**config.mk**
```make
export PLATFORM = sky130hd
export DESIGN_NAME = joystick_tank_drive_mixer
export DESIGN_NICKNAME = d
export VERILOG_FILES = /design/src/hw/rtl/jtd_pkg.sv /design/src/hw/rtl/jtd_div.sv /design/src/hw/rtl/joystick_tank_drive_mixer.sv
export SDC_FILE = /design/constraint.sdc
export NUM_CORES = 1
export LEC_CHECK = 0
export ABC_AREA = 1
export BUFFER_PORTS_ARGS = -buffer_cell sky130_fd_sc_hd__buf_2
export CAP_MARGIN = 10
export CORE_ASPECT_RATIO = 0.6
export CORE_UTILIZATION = 50
export CTS_CLUSTER_DIAMETER = 80
export CTS_CLUSTER_SIZE = 16
export DETAILED_ROUTE_END_ITERATION = 10
export PLACE_DENSITY = 0.66
export SLEW_MARGIN = 10
export SYNTH_ARGS = -nofsm -noshare
export SYNTH_HDL_FRONTEND = slang
export SYNTH_SLANG_ARGS = --single-unit
```
**constraint.sdc**
```tcl
create_clock -name clock -period 18.8 [get_ports clock]
set_input_delay 0 -clock clock [delete_from_list [all_inputs] [get_ports clock]]
set_output_delay 0 -clock clock [all_outputs]
set_load 0.005 [all_outputs]
```
**src/hw/rtl/jtd_pkg.sv**
```systemverilog
`default_nettype none
// ----------------------------------------------------------------------------
// jtd_pkg: shared types and constants of the tank drive mixer
// Field widths, speed constants, register indexes and zone codes.
// ----------------------------------------------------------------------------
package jtd_pkg;

   // field widths
   localparam int DB_W    = 8;    // dead band register
   localparam int POS_W   = 10;   // joystick samples and centre registers
   localparam int CSR_W   = 10;   // widest register
   localparam int SPEED_W = 7;    // wheel speed magnitude 0..100
   localparam int SS_W    = 8;    // signed throttle speed
   localparam int PWM_W   = 8;

   // quotient bits of the divider, one per pipeline stage
   localparam int QUO_W   = 7;
   // numerator: a 10-bit difference times 100 or 90
   localparam int DIFF_W  = 10;
   localparam int NUM_W   = 17;

   // speed constants
   localparam logic [SPEED_W-1:0] SPEED_MAX = 7'd100;
   localparam logic [SPEED_W-1:0] ROT_SPEED = 7'd50;
   localparam logic [SPEED_W-1:0] TURN_MAX  = 7'd90;

   // speed * 255 / 100 as a multiply by a scaled reciprocal
   localparam int PWM_RECIP_W = 21;
   localparam logic [PWM_RECIP_W-1:0] PWM_RECIP = 21'd1336965;
   localparam int PWM_SHIFT   = 19;

   // register reset values
   localparam logic [DB_W-1:0]  DB_RESET = 8'd30;
   localparam logic [POS_W-1:0] CX_RESET = 10'd591;
   localparam logic [POS_W-1:0] CY_RESET = 10'd580;

   // register indexes
   typedef enum logic [1:0] {
      CSR_DEAD_BAND = 2'd0,
      CSR_CENTRE_X  = 2'd1,
      CSR_CENTRE_Y  = 2'd2
   } csr_index_type;

   // throttle regions of the Y axis
   typedef enum logic [1:0] {
      THR_NEG  = 2'd0,   // below the dead band, divide by the lower span
      THR_ZERO = 2'd1,   // inside the dead band
      THR_POS  = 2'd2,   // above the dead band, divide by the upper span
      THR_FULL = 2'd3    // upper span empty, full speed
   } region_type;

   // steering zones of the X axis
   typedef enum logic [2:0] {
      ZONE_ROT_L    = 3'd0,
      ZONE_TURN_L   = 3'd1,
      ZONE_STRAIGHT = 3'd2,
      ZONE_TURN_R   = 3'd3,
      ZONE_ROT_R    = 3'd4
   } zone_type;

endpackage
`default_nettype wire

```
**src/hw/rtl/jtd_div.sv**
```systemverilog
`default_nettype none
// ----------------------------------------------------------------------------
// jtd_div: pipelined restoring divider
// One quotient bit per register stage, QUO_W stages, with a side tag that
// travels along. Quotients that do not fit in QUO_W bits raise ovf.
// ----------------------------------------------------------------------------
module jtd_div #(
   parameter int NUM_W = 17,
   parameter int DEN_W = 10,
   parameter int TAG_W = 2
) (
   input  wire logic                        clock,
   input  wire logic [NUM_W-1:0]            num,
   input  wire logic [DEN_W-1:0]            den,
   input  wire logic [TAG_W-1:0]            tag_in,
   output logic      [jtd_pkg::QUO_W-1:0]   quo,
   output logic                             ovf,
   output logic      [TAG_W-1:0]            tag_out
);
   import jtd_pkg::*;

   localparam int CW = (NUM_W > DEN_W + QUO_W) ? NUM_W : DEN_W + QUO_W;

   logic [NUM_W-1:0] rem_ff [QUO_W];
   logic [NUM_W-1:0] rem_in [QUO_W];
   logic [DEN_W-1:0] den_ff [QUO_W];
   logic [DEN_W-1:0] den_in [QUO_W];
   logic [QUO_W-1:0] quo_ff [QUO_W];
   logic [QUO_W-1:0] quo_in [QUO_W];
   logic [TAG_W-1:0] tag_ff [QUO_W];
   logic [TAG_W-1:0] tag_in_s [QUO_W];
   logic [QUO_W-1:0] ovf_ff;
   logic [QUO_W-1:0] ovf_in;

   genvar i;
   generate
      for (i = 0; i < QUO_W; i++) begin : g_stage
         logic [NUM_W-1:0] rem_src;
         logic [DEN_W-1:0] den_src;
         logic [QUO_W-1:0] quo_src;
         logic [TAG_W-1:0] tag_src;
         logic             ovf_src;
         logic [CW-1:0]    trial;
         logic             take;

         // first stage also checks that the quotient fits
         if (i == 0) begin : g_first
            assign rem_src = num;
            assign den_src = den;
            assign quo_src = '0;
            assign tag_src = tag_in;
            assign ovf_src = (CW'(den) << QUO_W) <= CW'(num);
         end else begin : g_next
            assign rem_src = rem_ff[i-1];
            assign den_src = den_ff[i-1];
            assign quo_src = quo_ff[i-1];
            assign tag_src = tag_ff[i-1];
            assign ovf_src = ovf_ff[i-1];
         end

         // trial subtract of the shifted divisor
         assign trial = CW'(den_src) << (QUO_W - 1 - i);
         assign take  = CW'(rem_src) >= trial;

         assign rem_in[i]   = take ? rem_src - trial[NUM_W-1:0] : rem_src;
         assign quo_in[i]   = quo_src | (take ? (QUO_W'(1) << (QUO_W - 1 - i)) : '0);
         assign den_in[i]   = den_src;
         assign tag_in_s[i] = tag_src;
         assign ovf_in[i]   = ovf_src;
      end
   endgenerate

   // stage registers
   always_ff @(posedge clock) begin
      rem_ff <= rem_in;
      den_ff <= den_in;
      quo_ff <= quo_in;
      tag_ff <= tag_in_s;
      ovf_ff <= ovf_in;
   end

   assign quo     = quo_ff[QUO_W-1];
   assign ovf     = ovf_ff[QUO_W-1];
   assign tag_out = tag_ff[QUO_W-1];

endmodule
`default_nettype wire

```
**src/hw/rtl/joystick_tank_drive_mixer.sv**
```systemverilog
`default_nettype none
// ----------------------------------------------------------------------------
// joystick_tank_drive_mixer: joystick to differential drive mixer
// Maps one X/Y joystick sample to wheel directions, PWM duties and a signed
// throttle speed, through a ten stage pipeline.
// ----------------------------------------------------------------------------
//
// channel    ports                                   handshake
// ---------  --------------------------------------  ---------------------------
// request    req_joy_x, req_joy_y                    start high while busy low
// response   rsp_dir_*, rsp_pwm_*, rsp_signed_speed  rsp_valid strobe, one cycle
// config     csr_index, csr_wdata                    csr_write_en, no wait
//
// One sample enters per cycle while busy is low; each sample passes through
// input decode, 7 divider stages of one quotient bit each, mix and PWM scale.
// Throughput is set by the divider pipeline: one transaction per clock.
// Synchronous reset clears the valid bits and restores the registers;
// busy is high during reset only. The receiver cannot stall, so nothing is
// ever held back.
//
module joystick_tank_drive_mixer #(
   parameter int ADC_MAX = 1023
) (
   input  wire logic                              clock,
   input  wire logic                              reset,
   input  wire logic                              start,
   output logic                                   busy,
   input  wire logic [jtd_pkg::POS_W-1:0]         req_joy_x,
   input  wire logic [jtd_pkg::POS_W-1:0]         req_joy_y,
   input  wire logic                              csr_write_en,
   input  wire logic [1:0]                        csr_index,
   input  wire logic [jtd_pkg::CSR_W-1:0]         csr_wdata,
   output logic                                   rsp_valid,
   output logic                                   rsp_dir_left,
   output logic                                   rsp_dir_right,
   output logic      [jtd_pkg::PWM_W-1:0]         rsp_pwm_left,
   output logic      [jtd_pkg::PWM_W-1:0]         rsp_pwm_right,
   output logic signed [jtd_pkg::SS_W-1:0]        rsp_signed_speed
);
   import jtd_pkg::*;

   localparam int AW    = $clog2(ADC_MAX + 1);
   localparam int DEN_W = (AW > POS_W) ? AW : POS_W;
   localparam int VW    = DEN_W + 2;
   localparam int LAT   = QUO_W + 3;
   localparam logic signed [VW-1:0] AMAX = VW'(ADC_MAX);
   localparam int PROD_W = SPEED_W + PWM_RECIP_W;

   // configuration registers
   logic [DB_W-1:0]  cfg_db_ff;
   logic [POS_W-1:0] cfg_cx_ff;
   logic [POS_W-1:0] cfg_cy_ff;

   always_ff @(posedge clock) begin
      if (reset) begin
         cfg_db_ff <= DB_RESET;
         cfg_cx_ff <= CX_RESET;
         cfg_cy_ff <= CY_RESET;
      end else if (csr_write_en) begin
         case (csr_index)
            CSR_DEAD_BAND: cfg_db_ff <= csr_wdata[DB_W-1:0];
            CSR_CENTRE_X:  cfg_cx_ff <= csr_wdata[POS_W-1:0];
            CSR_CENTRE_Y:  cfg_cy_ff <= csr_wdata[POS_W-1:0];
            default: ;
         endcase
      end
   end

   assign busy = reset;

   // ------------------------------------------------------------------
   // stage A: throttle region, steering zone and divider operands
   // ------------------------------------------------------------------
   logic signed [VW-1:0] x_s, y_s, th_s, cx_s, cy_s;
   logic signed [VW-1:0] lo_s, hi_s, cxl_s, cxh_s, xr_s;
   logic signed [VW-1:0] tdiff_s, tden_s, rdiff_s, rden_s;
   region_type           region_in;
   zone_type             zone_in;
   logic [NUM_W-1:0]     tnum_in, rnum_in;

   assign x_s   = signed'(VW'(req_joy_x));
   assign y_s   = signed'(VW'(req_joy_y));
   assign th_s  = signed'(VW'(cfg_db_ff));
   assign cx_s  = signed'(VW'(cfg_cx_ff));
   assign cy_s  = signed'(VW'(cfg_cy_ff));
   assign lo_s  = cy_s - th_s;
   assign hi_s  = cy_s + th_s;
   assign cxl_s = cx_s - th_s;
   assign cxh_s = cx_s + th_s;
   assign xr_s  = AMAX - th_s;

   // throttle region and operands
   always_comb begin
      if (y_s < lo_s) begin
         region_in = THR_NEG;
      end else if (y_s < hi_s) begin
         region_in = THR_ZERO;
      end else if (AMAX <= hi_s) begin
         region_in = THR_FULL;
      end else begin
         region_in = THR_POS;
      end
      if (region_in == THR_NEG) begin
         tdiff_s = lo_s - y_s;
         tden_s  = lo_s;
      end else begin
         tdiff_s = y_s - hi_s;
         tden_s  = AMAX - hi_s;
      end
   end

   assign tnum_in = NUM_W'(tdiff_s[DIFF_W-1:0]) * NUM_W'(SPEED_MAX);

   // steering zone, later zones take precedence
   always_comb begin
      zone_in = ZONE_STRAIGHT;
      if (x_s <= th_s) begin
         zone_in = ZONE_ROT_L;
      end
      if (x_s > th_s && x_s < cxl_s) begin
         zone_in = ZONE_TURN_L;
      end
      if (x_s >= cxl_s && x_s < cxh_s) begin
         zone_in = ZONE_STRAIGHT;
      end
      if (x_s >= cxh_s && x_s < xr_s) begin
         zone_in = ZONE_TURN_R;
      end
      if (x_s >= xr_s) begin
         zone_in = ZONE_ROT_R;
      end
      if (zone_in == ZONE_TURN_R) begin
         rdiff_s = x_s - cxh_s;
         rden_s  = xr_s - cxh_s;
      end else begin
         rdiff_s = cxl_s - x_s;
         rden_s  = cxl_s - th_s;
      end
   end

   assign rnum_in = NUM_W'(rdiff_s[DIFF_W-1:0]) * NUM_W'(TURN_MAX);

   logic [NUM_W-1:0] a_tnum_ff, a_rnum_ff;
   logic [DEN_W-1:0] a_tden_ff, a_rden_ff;
   region_type       a_region_ff;
   zone_type         a_zone_ff;
   logic             a_valid_ff;

   always_ff @(posedge clock) begin
      a_tnum_ff   <= tnum_in;
      a_rnum_ff   <= rnum_in;
      a_tden_ff   <= tden_s[DEN_W-1:0];
      a_rden_ff   <= rden_s[DEN_W-1:0];
      a_region_ff <= region_in;
      a_zone_ff   <= zone_in;
   end

   // ------------------------------------------------------------------
   // divider stages: throttle speed and turn reduction side by side
   // ------------------------------------------------------------------
   logic [QUO_W-1:0] thr_quo, red_quo;
   logic             thr_ovf, red_ovf;
   logic [1:0]       thr_tag;
   logic [2:0]       red_tag;

   jtd_div #(
      .NUM_W (NUM_W),
      .DEN_W (DEN_W),
      .TAG_W (2)
   ) u_thr_div (
      .clock   (clock),
      .num     (a_tnum_ff),
      .den     (a_tden_ff),
      .tag_in  (a_region_ff),
      .quo     (thr_quo),
      .ovf     (thr_ovf),
      .tag_out (thr_tag)
   );

   jtd_div #(
      .NUM_W (NUM_W),
      .DEN_W (DEN_W),
      .TAG_W (3)
   ) u_red_div (
      .clock   (clock),
      .num     (a_rnum_ff),
      .den     (a_rden_ff),
      .tag_in  (a_zone_ff),
      .quo     (red_quo),
      .ovf     (red_ovf),
      .tag_out (red_tag)
   );

   // valid bits beside the divider stages
   logic [QUO_W-1:0] dv_ff;
   logic [QUO_W-1:0] dv_in;

   assign dv_in = {dv_ff[QUO_W-2:0], a_valid_ff};

   // ------------------------------------------------------------------
   // stage F1: speed, zone mix, inner wheel clamp, direction flip
   // ------------------------------------------------------------------
   region_type       f_region;
   zone_type         f_zone;
   logic [SPEED_W-1:0] mag, red, inner, sl_in, sr_in;
   logic               neg, dl_in, dr_in;
   logic [SS_W-1:0]    sp_in;

   assign f_region = region_type'(thr_tag);
   assign f_zone   = zone_type'(red_tag);
   // an out-of-range reduction only arises outside the turn zones
   assign red      = red_ovf ? TURN_MAX : red_quo;

   always_comb begin
      case (f_region)
         THR_NEG:  mag = thr_quo;
         THR_ZERO: mag = '0;
         THR_POS:  mag = (thr_ovf || thr_quo > SPEED_MAX) ? SPEED_MAX : thr_quo;
         THR_FULL: mag = SPEED_MAX;
         default:  mag = '0;
      endcase
      neg   = (f_region == THR_NEG) && (thr_quo != '0);
      sp_in = neg ? (SS_W'(0) - SS_W'(mag)) : SS_W'(mag);
      inner = (mag > red) ? mag - red : '0;

      case (f_zone)
         ZONE_ROT_L: begin
            dl_in = 1'b1; dr_in = 1'b0; sl_in = ROT_SPEED; sr_in = ROT_SPEED;
         end
         ZONE_TURN_L: begin
            dl_in = 1'b1; dr_in = 1'b1; sl_in = inner; sr_in = mag;
         end
         ZONE_TURN_R: begin
            dl_in = 1'b1; dr_in = 1'b1; sl_in = mag; sr_in = inner;
         end
         ZONE_ROT_R: begin
            dl_in = 1'b0; dr_in = 1'b1; sl_in = ROT_SPEED; sr_in = ROT_SPEED;
         end
         default: begin
            dl_in = 1'b1; dr_in = 1'b1; sl_in = mag; sr_in = mag;
         end
      endcase

      // reverse throttle flips both wheels
      if (neg) begin
         dl_in = ~dl_in;
         dr_in = ~dr_in;
      end
   end

   logic [SPEED_W-1:0] f1_sl_ff, f1_sr_ff;
   logic               f1_dl_ff, f1_dr_ff;
   logic [SS_W-1:0]    f1_sp_ff;
   logic               f1_valid_ff;

   always_ff @(posedge clock) begin
      f1_sl_ff <= sl_in;
      f1_sr_ff <= sr_in;
      f1_dl_ff <= dl_in;
      f1_dr_ff <= dr_in;
      f1_sp_ff <= sp_in;
   end

   // ------------------------------------------------------------------
   // stage F2: speed to PWM duty, speed * 255 / 100 truncated
   // ------------------------------------------------------------------
   logic [PROD_W-1:0] pl_prod, pr_prod;

   assign pl_prod = PROD_W'(f1_sl_ff) * PROD_W'(PWM_RECIP);
   assign pr_prod = PROD_W'(f1_sr_ff) * PROD_W'(PWM_RECIP);

   logic [PWM_W-1:0] out_pl_ff, out_pr_ff;
   logic             out_dl_ff, out_dr_ff;
   logic [SS_W-1:0]  out_sp_ff;
   logic             out_valid_ff;

   always_ff @(posedge clock) begin
      out_pl_ff <= pl_prod[PWM_SHIFT +: PWM_W];
      out_pr_ff <= pr_prod[PWM_SHIFT +: PWM_W];
      out_dl_ff <= f1_dl_ff;
      out_dr_ff <= f1_dr_ff;
      out_sp_ff <= f1_sp_ff;
   end

   // valid chain
   always_ff @(posedge clock) begin
      if (reset) begin
         a_valid_ff   <= 1'b0;
         dv_ff        <= '0;
         f1_valid_ff  <= 1'b0;
         out_valid_ff <= 1'b0;
      end else begin
         a_valid_ff   <= start && !busy;
         dv_ff        <= dv_in;
         f1_valid_ff  <= dv_ff[QUO_W-1];
         out_valid_ff <= f1_valid_ff;
      end
   end

   assign rsp_valid        = out_valid_ff;
   assign rsp_dir_left     = out_dl_ff;
   assign rsp_dir_right    = out_dr_ff;
   assign rsp_pwm_left     = out_pl_ff;
   assign rsp_pwm_right    = out_pr_ff;
   assign rsp_signed_speed = signed'(out_sp_ff);

   // ------------------------------------------------------------------
   // assertions
   // ------------------------------------------------------------------

   // every accepted transaction answers after the pipeline latency
   assert property (@(posedge clock) disable iff (reset)
      (start && !busy) |-> ##LAT rsp_valid)
      else $error("response missing after pipeline latency");

   // no response without a transaction accepted one latency earlier
   assert property (@(posedge clock) disable iff (reset)
      rsp_valid |-> $past(start && !busy, LAT))
      else $error("response without a matching transaction");

   // opposite directions only when rotating, and then both duties match
   assert property (@(posedge clock) disable iff (reset)
      (rsp_valid && (rsp_dir_left != rsp_dir_right)) |->
         (rsp_pwm_left == rsp_pwm_right))
      else $error("rotate response with unequal duties");

   // driving both wheels one way follows the throttle sign
   assert property (@(posedge clock) disable iff (reset)
      (rsp_valid && (rsp_dir_left == rsp_dir_right)) |->
         (rsp_dir_left == (rsp_signed_speed >= 0)))
      else $error("wheel direction disagrees with throttle sign");

   // throttle speed stays within full scale
   assert property (@(posedge clock) disable iff (reset)
      rsp_valid |-> (rsp_signed_speed <= 8'sd100 && rsp_signed_speed >= -8'sd100))
      else $error("throttle speed beyond full scale");

endmodule
`default_nettype wire
```
==> summary.txt, run 1 <==
Timing
  – Unrepaired setup endpoints after global routing: false
  – Max-slew headroom: 36.3%
  – Clk_skew: 27.3 ps
  – Clock period minus worst slack: 7390 ps
  – Fmax: 0.135 GHz
  – Final Hold Fails: 0
  – Setup TNS: 0 ps
  – Worst slew pin tran: 949 ps
  – Final setup fails: 0
  – Final slew viol count: 0
  – Tcrit/Tclk final: 39.3%

Worst hold path
  – HP Class: input pin to register

Critical path
  – Largest delay share family, worst path: adder cells
  – Worst Setup End Kind: register
  – CP peak stage delay: 570 ps
  – CP startpoint kind: register
  – Required @ worst endpoint: 19290 ps
  – Crit Path Category: register to register
  – Slowest CP cell: nand2_2
  – CP bufs+invs: 6
  – Critical-path maximum fanout: 29
  – Worst path arrival time: 7870 ps

Floorplanning
  – Die height: 197 um
  – Core Box Area: 0.0617 mm^2
  – Die area: 0.0641 mm^2
  – Die X: 326 um
  – Io pins: 64
  – Initial core utilization: 51.1%
  – # rows: 70

Global routing
  – Gr usage total: 21.9%
  – Largest net degree at the start of global routing: 30
  – Total gr overflow: 0
  – First-pass GRT wire length: 115000 um
  – Vias in the first global route: 21990
  – Initial antenna violation count: 1

CTS
  – Reg clk slew, reported paths: 80 ps
  – Clk_lat worst skew: 560 ps
  – H-tree Lvls: 2
  – Clock tree sinks: 556
  – CTS root buf: clkbuf_16
  – # resized after CTS: 0
  – Bufs on Longest Clock Path: 3
  – CTS tree: yes
  – Num CTS Buffers: 41

Synth
  – Synth top area share: 35.3%
  – Sequential-to-total area share from yosys stat: 35.3%
  – Cells after synthesis: 3808
  – Top cells by area, synth: dfxtp_1 35%, ha_1 18%, inv_1 7.6%, nand2_1 6.8%, a21oi_1 4.8%
  – Syn Area/Cell: 8.28 um^2
  – EDFF count, synth: 0
  – Main synth FF type: dfxtp_1
  – Post-synth cell types: 65
  – Area of the mapped netlist: 0.0315 mm^2
  – Ys Warns: 0
  – Yosys reg bits: 556
  – Async SR Flop Fraction: 0%
  – Synth Net Count: 4370
  – Area leader, netlist: dfxtp_1

Drt
  – DRT Pass-1 Iters: 5
  – Residual DRC count: 0
  – Drt wl/cell: 14.8 um
  – Antenna Nets Post-Route: 0
  – Vias: 23975
  – Number of vias per cell: 5.07
  – WL final: 70000 um
  – Drt first-iter violations: 1927

Placed design
  – Post-DP HPWL: 57300 um
  – GP Congestion: 0.909
  – IO buf count: 63
  – Area post-placement: 0.0327 mm^2

Final layout
  – Most frequent cells in the layout: 639 x inv_1, 569 x nand2_1, 556 x dfxtp_1, 459 x ha_1, 301 x a21oi_1
  – Nets: 4460
  – Post-route design area: 0.0340 mm^2
  – Ant. Diodes: 0
  – Commonest non-fill, non-tap cell in the layout: inv_1
  – Syn-to-layout area delta: 7.93%
  – Share of cells above drive strength 1: 4.66%

Flow run
  – # Max-Cap Violations: 0

Status
  – Status: finished clean
[tightest hold or removal path: stages]
cell	delay [ps]
buf_2	100
ha_1	130
o21ai_0	170
nor2_1	180
[synth_stat cells, types with 4 or more instances]
master and n:
buf_6 4, o21ai_2 13, buf_2 10, o21a_1 6, a211oi_1 8, o211ai_1 20, a21oi_1 301, a31oi_1 14
nand2_1 569, nand3_2 7, o31ai_1 9, and2_1 4, a21o_1 12, nor2_1 240, xnor2_1 69, o21ai_1 6
ha_1 459, nand2_2 8, nand3_1 139, a21boi_0 7, o2111ai_1 6, xor2_1 148, inv_1 639, inv_2 6
or2_1 4, a22oi_1 8, o21bai_1 18, fa_1 67, nand4_1 40, dfxtp_1 556, o22ai_1 8, or2_2 23
nor4_1 25, nor3_1 42, nand3b_1 15, clkbuf_1 23, o21ai_0 229
[flip-flops by register name, indices dropped and copies added (netlist names), 16 cells and up]
register / cells
u_thr_div.g_stage.rem_src: 91
u_red_div.g_stage.den_src: 60
u_red_div.g_stage.rem_src: 96
u_red_div.g_stage.tag_src: 18
u_thr_div.g_stage.quo_src: 21
a_rnum_ff: 16
u_thr_div.g_stage.den_src: 60
u_red_div.g_stage.quo_src: 21
[kinds of logic after synthesis]
| group | count (synthesis) | share of synthesized area [%] |
|---|---|---|
| AOI/OAI and AO/OA | 688 | 12.2 |
| xor gates and xnor gates | 218 | 6.08 |
| muxes | 3 | 0.0992 |
| and+or+nand+nor | 1126 | 15.4 |
| DFF | 556 | 35.3 |
| adders and majority gates | 526 | 22.5 |
| buffers and inverters | 691 | 8.45 |
[worst paths after layout]
kind	endpoint	start	cells after the start	slack, ps
setup / recovery	a_rnum_ff[15]$_DFF_P_	cfg_db_ff[0]$_SDFFE_PP0P_	36	11410
hold / removal	a_region_ff[1]$_DFF_P_	req_joy_y[9]	4	70
setup reg to reg	a_rnum_ff[15]$_DFF_P_	cfg_db_ff[0]$_SDFFE_PP0P_	36	11410
hold reg to reg	u_red_div.quo[5]$_DFF_P_	u_red_div.g_stage[6].quo_src[5]$_DFF_P_	0	310
[cell type report]
type	instances	area, um^2
multi-input combinational	2561	17700
tap	828	1040
inverter	648	2430
clock buffer	44	1090
timing repair buffer	90	573
clock inverter	3	28.8
fill	5731	27600
sequential	556	11100
[timing repair]
item                                   in CTS  in global routing
hold buffers                               22                  0
endpoints found under the hold margin      40                  0
buffers inserted                            0                  0
[per-layer routing]
metal  global-route usage (%)  vias to the layer above  part of all wire [%]
li1                         -                    12605                     -
met1                     36.7                    10603                    57
met2                     27.7                      688                    35
met3                     4.62                       79                   7.5
met4                     3.62                        0                   1.3
met5                        0                        -                     0
[metrics by stage]
stage               hold slack [ps]  utilization (%)  std cells  setup slack [ps]
floorplan                      69.1                -       3808             12820
global placement                201             53.0       4661             11650
detailed placement              208             53.0       4661             11520
CTS                            21.9             55.2       4730             11470
global route                    100             55.2       4730             10800
finish                         66.7             55.2       4730             11410
Power of run 1 is not shown: default switching activity piles up to over one toggle a cycle in this logic, so the estimate is an artifact.
==> run 2, diff against run 1 <==
Clock period 18.8 ns to 7.55 ns, I/O delays scaled along.
==> run 2 against run 1 <==
Flip-flop and latch count unchanged. Register-to-register slack worse by 11000 ps. Die area unchanged. Sequential share of layout area about the same. Clock skew up 3.2 ps. Setup slack worse by 11000 ps. First-iteration DRC count down 3.5%. Non-clock buffer count down 2. Clock-buffer cell count down 1. Wire length down 0.52%. Critical path depth up 1. Fmax up 5.7%. Critical endpoint unchanged. Highest routed layer unchanged.
==> summary.txt, run 2 (synthesis results as in run 1) <==
Status
  – Status: finished clean

Drt
  – WL final: 69700 um (-0.52%)
  – Drt first-iter violations: 1859 (-3.5%)
  – DRT Pass-1 Iters: 6 (+1)
  – Antenna Nets Post-Route: 0 (unchanged)
  – Routed wl met3: 5070 um (-3.2%)
  – Metal2 WL: 24400 um (+0.86%)
  – Residual DRC count: 0 (unchanged)
  – Max Used Layer: met4
  – Met1 Wirelength: 39500 um (-0.41%)
  – Number of vias per cell: 5.06 (-0.10%)
  – Vias: 23940 (-0.15%)
  – Drt wl/cell: 14.7 um (-0.48%)

Timing
  – Setup TNS: 0 ps (unchanged)
  – Fmax: 0.143 GHz (+5.7%)
  – Final Hold Fails: 0 (unchanged)
  – Clk_skew: 30.5 ps (+3.23 ps)
  – Final setup fails: 0 (unchanged)
  – Unrepaired setup endpoints after global routing: false
  – Max-slew headroom: 30.7% (-5.6 points)
  – Final slew viol count: 0 (unchanged)
  – Clock period minus worst slack: 6990 ps (-396 ps)
  – Worst slew pin tran: 1030 ps (+82.7 ps)
  – Tcrit/Tclk final: 92.6% (+53 points)

Critical path
  – CP peak stage delay: 520 ps (-50 ps)
  – Crit Path Category: register to register
  – Critical-path maximum fanout: 19 (-34%)
  – Worst path arrival time: 7490 ps (-380 ps)
  – Slowest CP cell: fa_1
  – Worst Setup End Kind: register
  – CP startpoint kind: register
  – Required @ worst endpoint: 8050 ps (-11240 ps)

CTS
  – H-tree Lvls: 2 (unchanged)
  – Num CTS Buffers: 41 (unchanged)
  – Clk_lat worst skew: 580 ps (+20 ps)
  – Setup repair bufs after CTS: 0 (unchanged)
  – Clock tree sinks: 556 (unchanged)
  – CTS tree: yes
  – Bufs on Longest Clock Path: 3 (unchanged)
  – Reg clk slew, reported paths: 70 ps (about the same)
  – CTS root buf: clkbuf_16

Final layout
  – Max reg flops: 96 (unchanged)
  – Nets: 4458 (-0.045%)
  – Most frequent cells in the layout: 639 x inv_1, 569 x nand2_1, 556 x dfxtp_1, 459 x ha_1, 301 x a21oi_1
  – Commonest non-fill, non-tap cell in the layout: inv_1
  – Syn-to-layout area delta: 7.87% (about the same)
  – Share of cells above drive strength 1: 4.69% (+0.028 points)
  – Ant. Diodes: 0 (unchanged)

Global routing
  – Total gr overflow: 0 (unchanged)
  – Largest net degree at the start of global routing: 30 (unchanged)
  – Gr usage total: 21.8% (-0.16 points)
  – Vias in the first global route: 21716 (-1.2%)
  – Initial antenna violation count: 0 (-1)
  – First-pass GRT wire length: 114000 um (-1.3%)

Floorplanning
  – Die X: 326 um (unchanged)
  – Io pins: 64 (unchanged)
  – Core Box Area: 0.0617 mm^2 (unchanged)
  – Initial core utilization: 51.1% (unchanged)
  – Die area: 0.0641 mm^2 (unchanged)
  – Die height: 197 um (unchanged)
  – # rows: 70 (unchanged)

Placed design
  – Post-DP HPWL: 56900 um (-0.59%)
  – GP Congestion: 0.929 (+2.2%)
  – IO buf count: 63 (unchanged)

Worst hold path
  – HP Class: input pin to register

Flow run
  – # Max-Cap Violations: 0 (unchanged)
run 2: cell count changes in the layout (fill, tap and decap cells not counted), sizes merged:
cell / previous run / this run
buf: 68 / 70
bufinv: 0 / 1
clkbuf: 44 / 43
clkinv: 3 / 5
dlygate4sd3: 22 / 18
inv: 648 / 646
run 2: final timing paths:
kind | startpoint | endpoint | slack [ps] | cells after the start
max | cfg_db_ff[0]$_SDFFE_PP0P_ | a_rnum_ff[15]$_DFF_P_ | 560 | 37
min | req_joy_y[1] | a_tnum_ff[3]$_DFF_P_ | 70 | 4
min reg2reg | u_thr_div.g_stage[4].quo_src[5]$_DFF_P_ | u_thr_div.g_stage[5].quo_src[5]$_DFF_P_ | 310 | 0
max reg2reg | cfg_db_ff[0]$_SDFFE_PP0P_ | a_rnum_ff[15]$_DFF_P_ | 560 | 37
run 2: cell type report:
type                            instances  area, um^2
Clock buffer                           43        1050
Clock inverter                          4        66.3
Fill cell                            5707       27600
Multi-Input combinational cell       2561       17700
Inverter                              648        2430
Timing Repair Buffer                   88         548
Sequential cell                       556       11100
Tap cell                              828        1040
run 2: per-stage QoR:
| stage | setup slack, ps | utilization [%] | cell area, um^2 | std cells | hold slack (ps) |
|---|---|---|---|---|---|
| after floorplan | 1570 | - | 31500 | 3808 | 69.1 |
| after global placement | 636 | 53.1 | 32700 | 4663 | 212 |
| after detailed placement | 532 | 53.1 | 32700 | 4663 | 217 |
| after CTS | 502 | 55.2 | 34000 | 4728 | 28.6 |
| after global routing | 20.4 | 55.2 | 34000 | 4728 | 92.2 |
| final | 561 | 55.2 | 34000 | 4728 | 70.2 |
run 2: repair_timing:
action / in CTS / in global routing
hold buffers: 18 / 0
hold endpoints to repair: 40 / 0
endpoints found under the setup margin: 0 / 1
resized for setup: 0 / 1
run 2: critical path, delay by kind of cell (launching register included):
family	cells	cell delay (ps)
buf+inv	6	700
fa+ha+maj	7	2620
xor+xnor	2	350
simple gates	15	1750
flops	1	490
compound gates	7	1020
run 2: layer usage:
metal  vias to the layer above  track usage [%]
met5                         -                0
met4                         0             3.20
met3                        53             4.13
met2                       606             28.1
met1                     10655             36.4
li1                      12626                -
Power of run 2 is left out for the same reason.
==> run 3, diff against run 2 <==
--- a/config.mk
+++ b/config.mk
@@ -12,5 +12,4 @@
 export CORE_UTILIZATION = 50
 export CTS_CLUSTER_DIAMETER = 80
-export CTS_CLUSTER_SIZE = 16
 export DETAILED_ROUTE_END_ITERATION = 10
 export PLACE_DENSITY = 0.66
@@ -18,3 +17,4 @@
 export SYNTH_ARGS = -nofsm -noshare
 export SYNTH_HDL_FRONTEND = slang
+export SYNTH_HIERARCHICAL = 1
 export SYNTH_SLANG_ARGS = --single-unit
==> constraint.sdc (replaced) <==
create_clock -name clock -period 7.55 [get_ports clock]
set_input_delay 1.8875 -clock clock [delete_from_list [all_inputs] [get_ports clock]]
set_output_delay 1.8875 -clock clock [all_outputs]
set_load 0.005 [all_outputs]
==> run 3 against run 2 <==
Die area up 14%. Clock-buffer cell count up 28. First-iteration DRC count up 42%. Wire length up 28%. Cell count up 25%. Sequential share of layout area down 3.4 points. Area after synthesis up 14%. Utilization up 0.30 points. Synthesized cell count up 27%. Setup slack better by 10 ps. Cell area up 15%. Hold slack better by 250 ps. Largest cell class unchanged.
==> summary.txt, run 3 <==
Timing
  – Clk_skew: 19.2 ps (-11.3 ps)
  – Worst setup margin: 571 ps (+10.0 ps)
  – Final Hold Fails: 0 (unchanged)
  – Final setup fails: 0 (unchanged)
  – Clock period minus worst slack: 6980 ps (-10.0 ps)
  – Fmax: 0.143 GHz (+0.14%)
  – Unrepaired setup endpoints after global routing: false
  – Setup TNS: 0 ps (unchanged)
  – Tcrit/Tclk final: 92.4% (-0.13 points)
  – Worst slew pin tran: 829 ps (-203 ps)
  – Final slew viol count: 0 (unchanged)
  – Max-slew headroom: 44.5% (+14 points)

Final layout
  – Commonest non-fill, non-tap cell in the layout: nand2_1
  – Ant. Diodes: 0 (unchanged)
  – Fill cells: 6767 (+19%)
  – Nets: 5485 (+23%)
  – Syn-to-layout area delta: 8.70%
  – Share of cells above drive strength 1: 7.71% (+3.0 points)
  – Most frequent cells in the layout: 1262 x nand2_1, 857 x inv_1, 573 x dfxtp_1, 460 x ha_1, 316 x nor2_1

Critical path
  – Worst r2r dst: a_rnum_ff[16]$_DFF_P_
  – Largest delay share family, worst path: adder cells
  – Worst reg-to-reg setup slack: 570 ps (about the same)
  – Reg2reg start: cfg_db_ff[0]$_SDFFE_PP0P_
  – Slowest CP cell: fa_1
  – End of the critical path: a_rnum_ff[16]$_DFF_P_
  – Required @ worst endpoint: 8090 ps (+40 ps)
  – Worst Setup End Kind: register
  – Crit Path Category: register to register
  – CP bufs+invs: 4 (-2)
  – CP peak stage delay: 540 ps (+20 ps)
  – Most frequent CP cell: nand2_1
  – CP startpoint kind: register
  – Worst path arrival time: 7520 ps (+30 ps)
  – Crit path from: cfg_db_ff[0]$_SDFFE_PP0P_
  – R2R depth: 34 (-8.1%)
  – Path length in cells of the critical path: 34 (-8.1%)
  – Critical-path maximum fanout: 23 (+4)

Drt
  – Drt wl/cell: 15.0 um (+2.1%)
  – Vias: 29717 (+24%)
  – Residual DRC count: 0 (unchanged)
  – Antenna Nets Post-Route: 0 (unchanged)
  – Drt first-iter violations: 2646 (+42%)
  – WL final: 89100 um (+28%)
  – DRT Pass-1 Iters: 5 (-1)
  – Number of vias per cell: 5.01 (-0.98%)

Status
  – Status: finished clean

Floorplanning
  – Die height: 210 um (+6.8%)
  – Io pins: 64 (unchanged)
  – Die X: 348 um (+6.8%)
  – Die area: 0.0731 mm^2 (+14%)
  – Initial core utilization: 51.0% (-0.12 points)
  – Core Box Area: 0.0706 mm^2 (+14%)
  – # rows: 75 (+7.1%)

Synth
  – Ys Warns: 6 (+6)
  – Area leader, netlist: dfxtp_1
  – Syn Area/Cell: 7.46 um^2 (-10%)
  – EDFF count, synth: 0 (unchanged)
  – Top cells by area, synth: dfxtp_1 32%, ha_1 16%, nand2_1 13%, inv_1 8.9%, nand3_1 3.9%
  – Async SR Flop Fraction: 0% (unchanged)
  – Synth top area share: 31.9% (-3.4 points)
  – Most common cell in the synthesized netlist: nand2_1
  – Post-synth cell types: 65 (unchanged)
  – Yosys reg bits: 573 (+3.1%)
  – Area of the mapped netlist: 0.0360 mm^2 (+14%)
  – Most frequent cells after synthesis: 1262 x nand2_1, 857 x inv_1, 573 x dfxtp_1, 460 x ha_1, 316 x nor2_1
  – Sequential-to-total area share from yosys stat: 31.9% (-3.4 points)
  – Main synth FF type: dfxtp_1
  – Cells after synthesis: 4830 (+27%)

CTS
  – Bufs on Longest Clock Path: 3 (unchanged)
  – Number of buffers inserted by hold repair at cts: 0 (-18)
  – Clk_lat worst skew: 620 ps (+40 ps)
  – CTS root buf: clkbuf_16
  – Setup repair bufs after CTS: 0 (unchanged)
  – Reg clk slew, reported paths: 70 ps (about the same)
  – Clock tree sinks: 573 (+3.1%)
  – # resized after CTS: 0 (unchanged)
  – H-tree Lvls: 2 (unchanged)
  – Num CTS Buffers: 54 (+32%)
  – CTS tree: yes

Global routing
  – Initial antenna violation count: 7 (+7)
  – Largest net degree at the start of global routing: 25 (-17%)
  – Vias in the first global route: 27414 (+26%)
  – GRT Max-Usage Layer: met1
  – First-pass GRT wire length: 146000 um (+29%)
  – Gr usage total: 24.8% (+3.0 points)
  – Total gr overflow: 0 (unchanged)
  – Met3 usage: 5.32% (+1.2 points)
  – Grt met2 use: 30.6% (+2.5 points)
  – Met1 usage: 42.0% (+5.6 points)

Worst hold path
  – HP Class: register to register

Placed design
  – Pre-CTS setup slack: 494 ps (-37.4 ps)
  – GP Congestion: 0.977 (+5.2%)
  – IO buf count: 63 (unchanged)
  – Post-DP HPWL: 74200 um (+30%)

Flow run
  – # Max-Cap Violations: 0 (unchanged)
-- run 3: cell types whose count changed in the layout (fill, tap and decap cells not counted), sizes merged, moves of 13 or more --
cell | previous run | this run
xnor2 | 69 | 29
nor2 | 242 | 342
inv | 646 | 891
clkinv | 5 | 18
nand2 | 577 | 1325
nand3 | 146 | 307
clkbuf | 43 | 71
o21ai | 248 | 130
a21oi | 304 | 226
nor4 | 25 | 9
dlygate4sd3 | 18 | 0
nand4 | 40 | 71
dfxtp | 556 | 573
-- run 3: final cells by class --
type                       instances  area (um^2)  share of cell area, %
sequential                       573        11500                   29.3
tap                              962         1200                   3.08
timing repair buffer              76          413                   1.05
clock inverter                    29          292                  0.745
clock buffer                      71         1560                   3.98
inverter                         892         3350                   8.57
multi-input combinational       3324        20900                   53.3
-- run 3: how the worst min path moves through the flow --
stage | start | endpoint | cells past startpoint
global route | u_thr_div/g_stage[4].quo_src[3]$_DFF_P_ | u_thr_div/g_stage[5].quo_src[3]$_DFF_P_ | 0
CTS | u_thr_div/g_stage[4].quo_src[3]$_DFF_P_ | u_thr_div/g_stage[5].quo_src[3]$_DFF_P_ | 0
global placement | u_red_div/g_stage[6].tag_src[0]$_DFF_P_ | u_red_div/tag_out[0]$_DFF_P_ | 0
floorplan | f1_dl_ff$_DFF_P_ | rsp_dir_left$_DFF_P_ | 0
finish | f1_sp_ff[2]$_DFF_P_ | rsp_signed_speed[2]$_DFF_P_ | 0
detailed placement | u_red_div/g_stage[2].tag_src[2]$_DFF_P_ | u_red_div/g_stage[3].tag_src[2]$_DFF_P_ | 0
-- run 3: cells by family (layout without fill, tap and decap cells) --
family / Yosys count / count (layout) / synth area share [%]
adder cells (fa/ha/maj): 528 / 528 / 19.8
other: 1 / 6 / 0.0104
buffers and inverters: 938 / 1068 / 10.3
AO/OA/AOI/OAI: 457 / 457 / 7.51
XOR/XNOR: 169 / 169 / 4.11
flip-flops: 573 / 573 / 31.9
AND/OR/NAND/NOR: 2164 / 2164 / 26.5
-- run 3: through the flow --
step           cells  utilization (%)  instance area (um^2)  hold slack, ps
2_1_floorplan   4835                -                 36000             310
3_3_place_gp    5827             52.8                 37300             310
3_5_place_dp    5827             52.8                 37300             312
4_1_cts         5927             55.5                 39100             318
5_1_grt         5927             55.5                 39100             327
6_report        5927             55.5                 39100             321
-- run 3: routing by layer --
layer,vias up,share of wire (%)
met5,-,0.027
met4,4,1.3
met3,89,9.5
met2,1002,33
met1,13201,56
li1,15421,-
Power of run 3 is left out for the same reason.
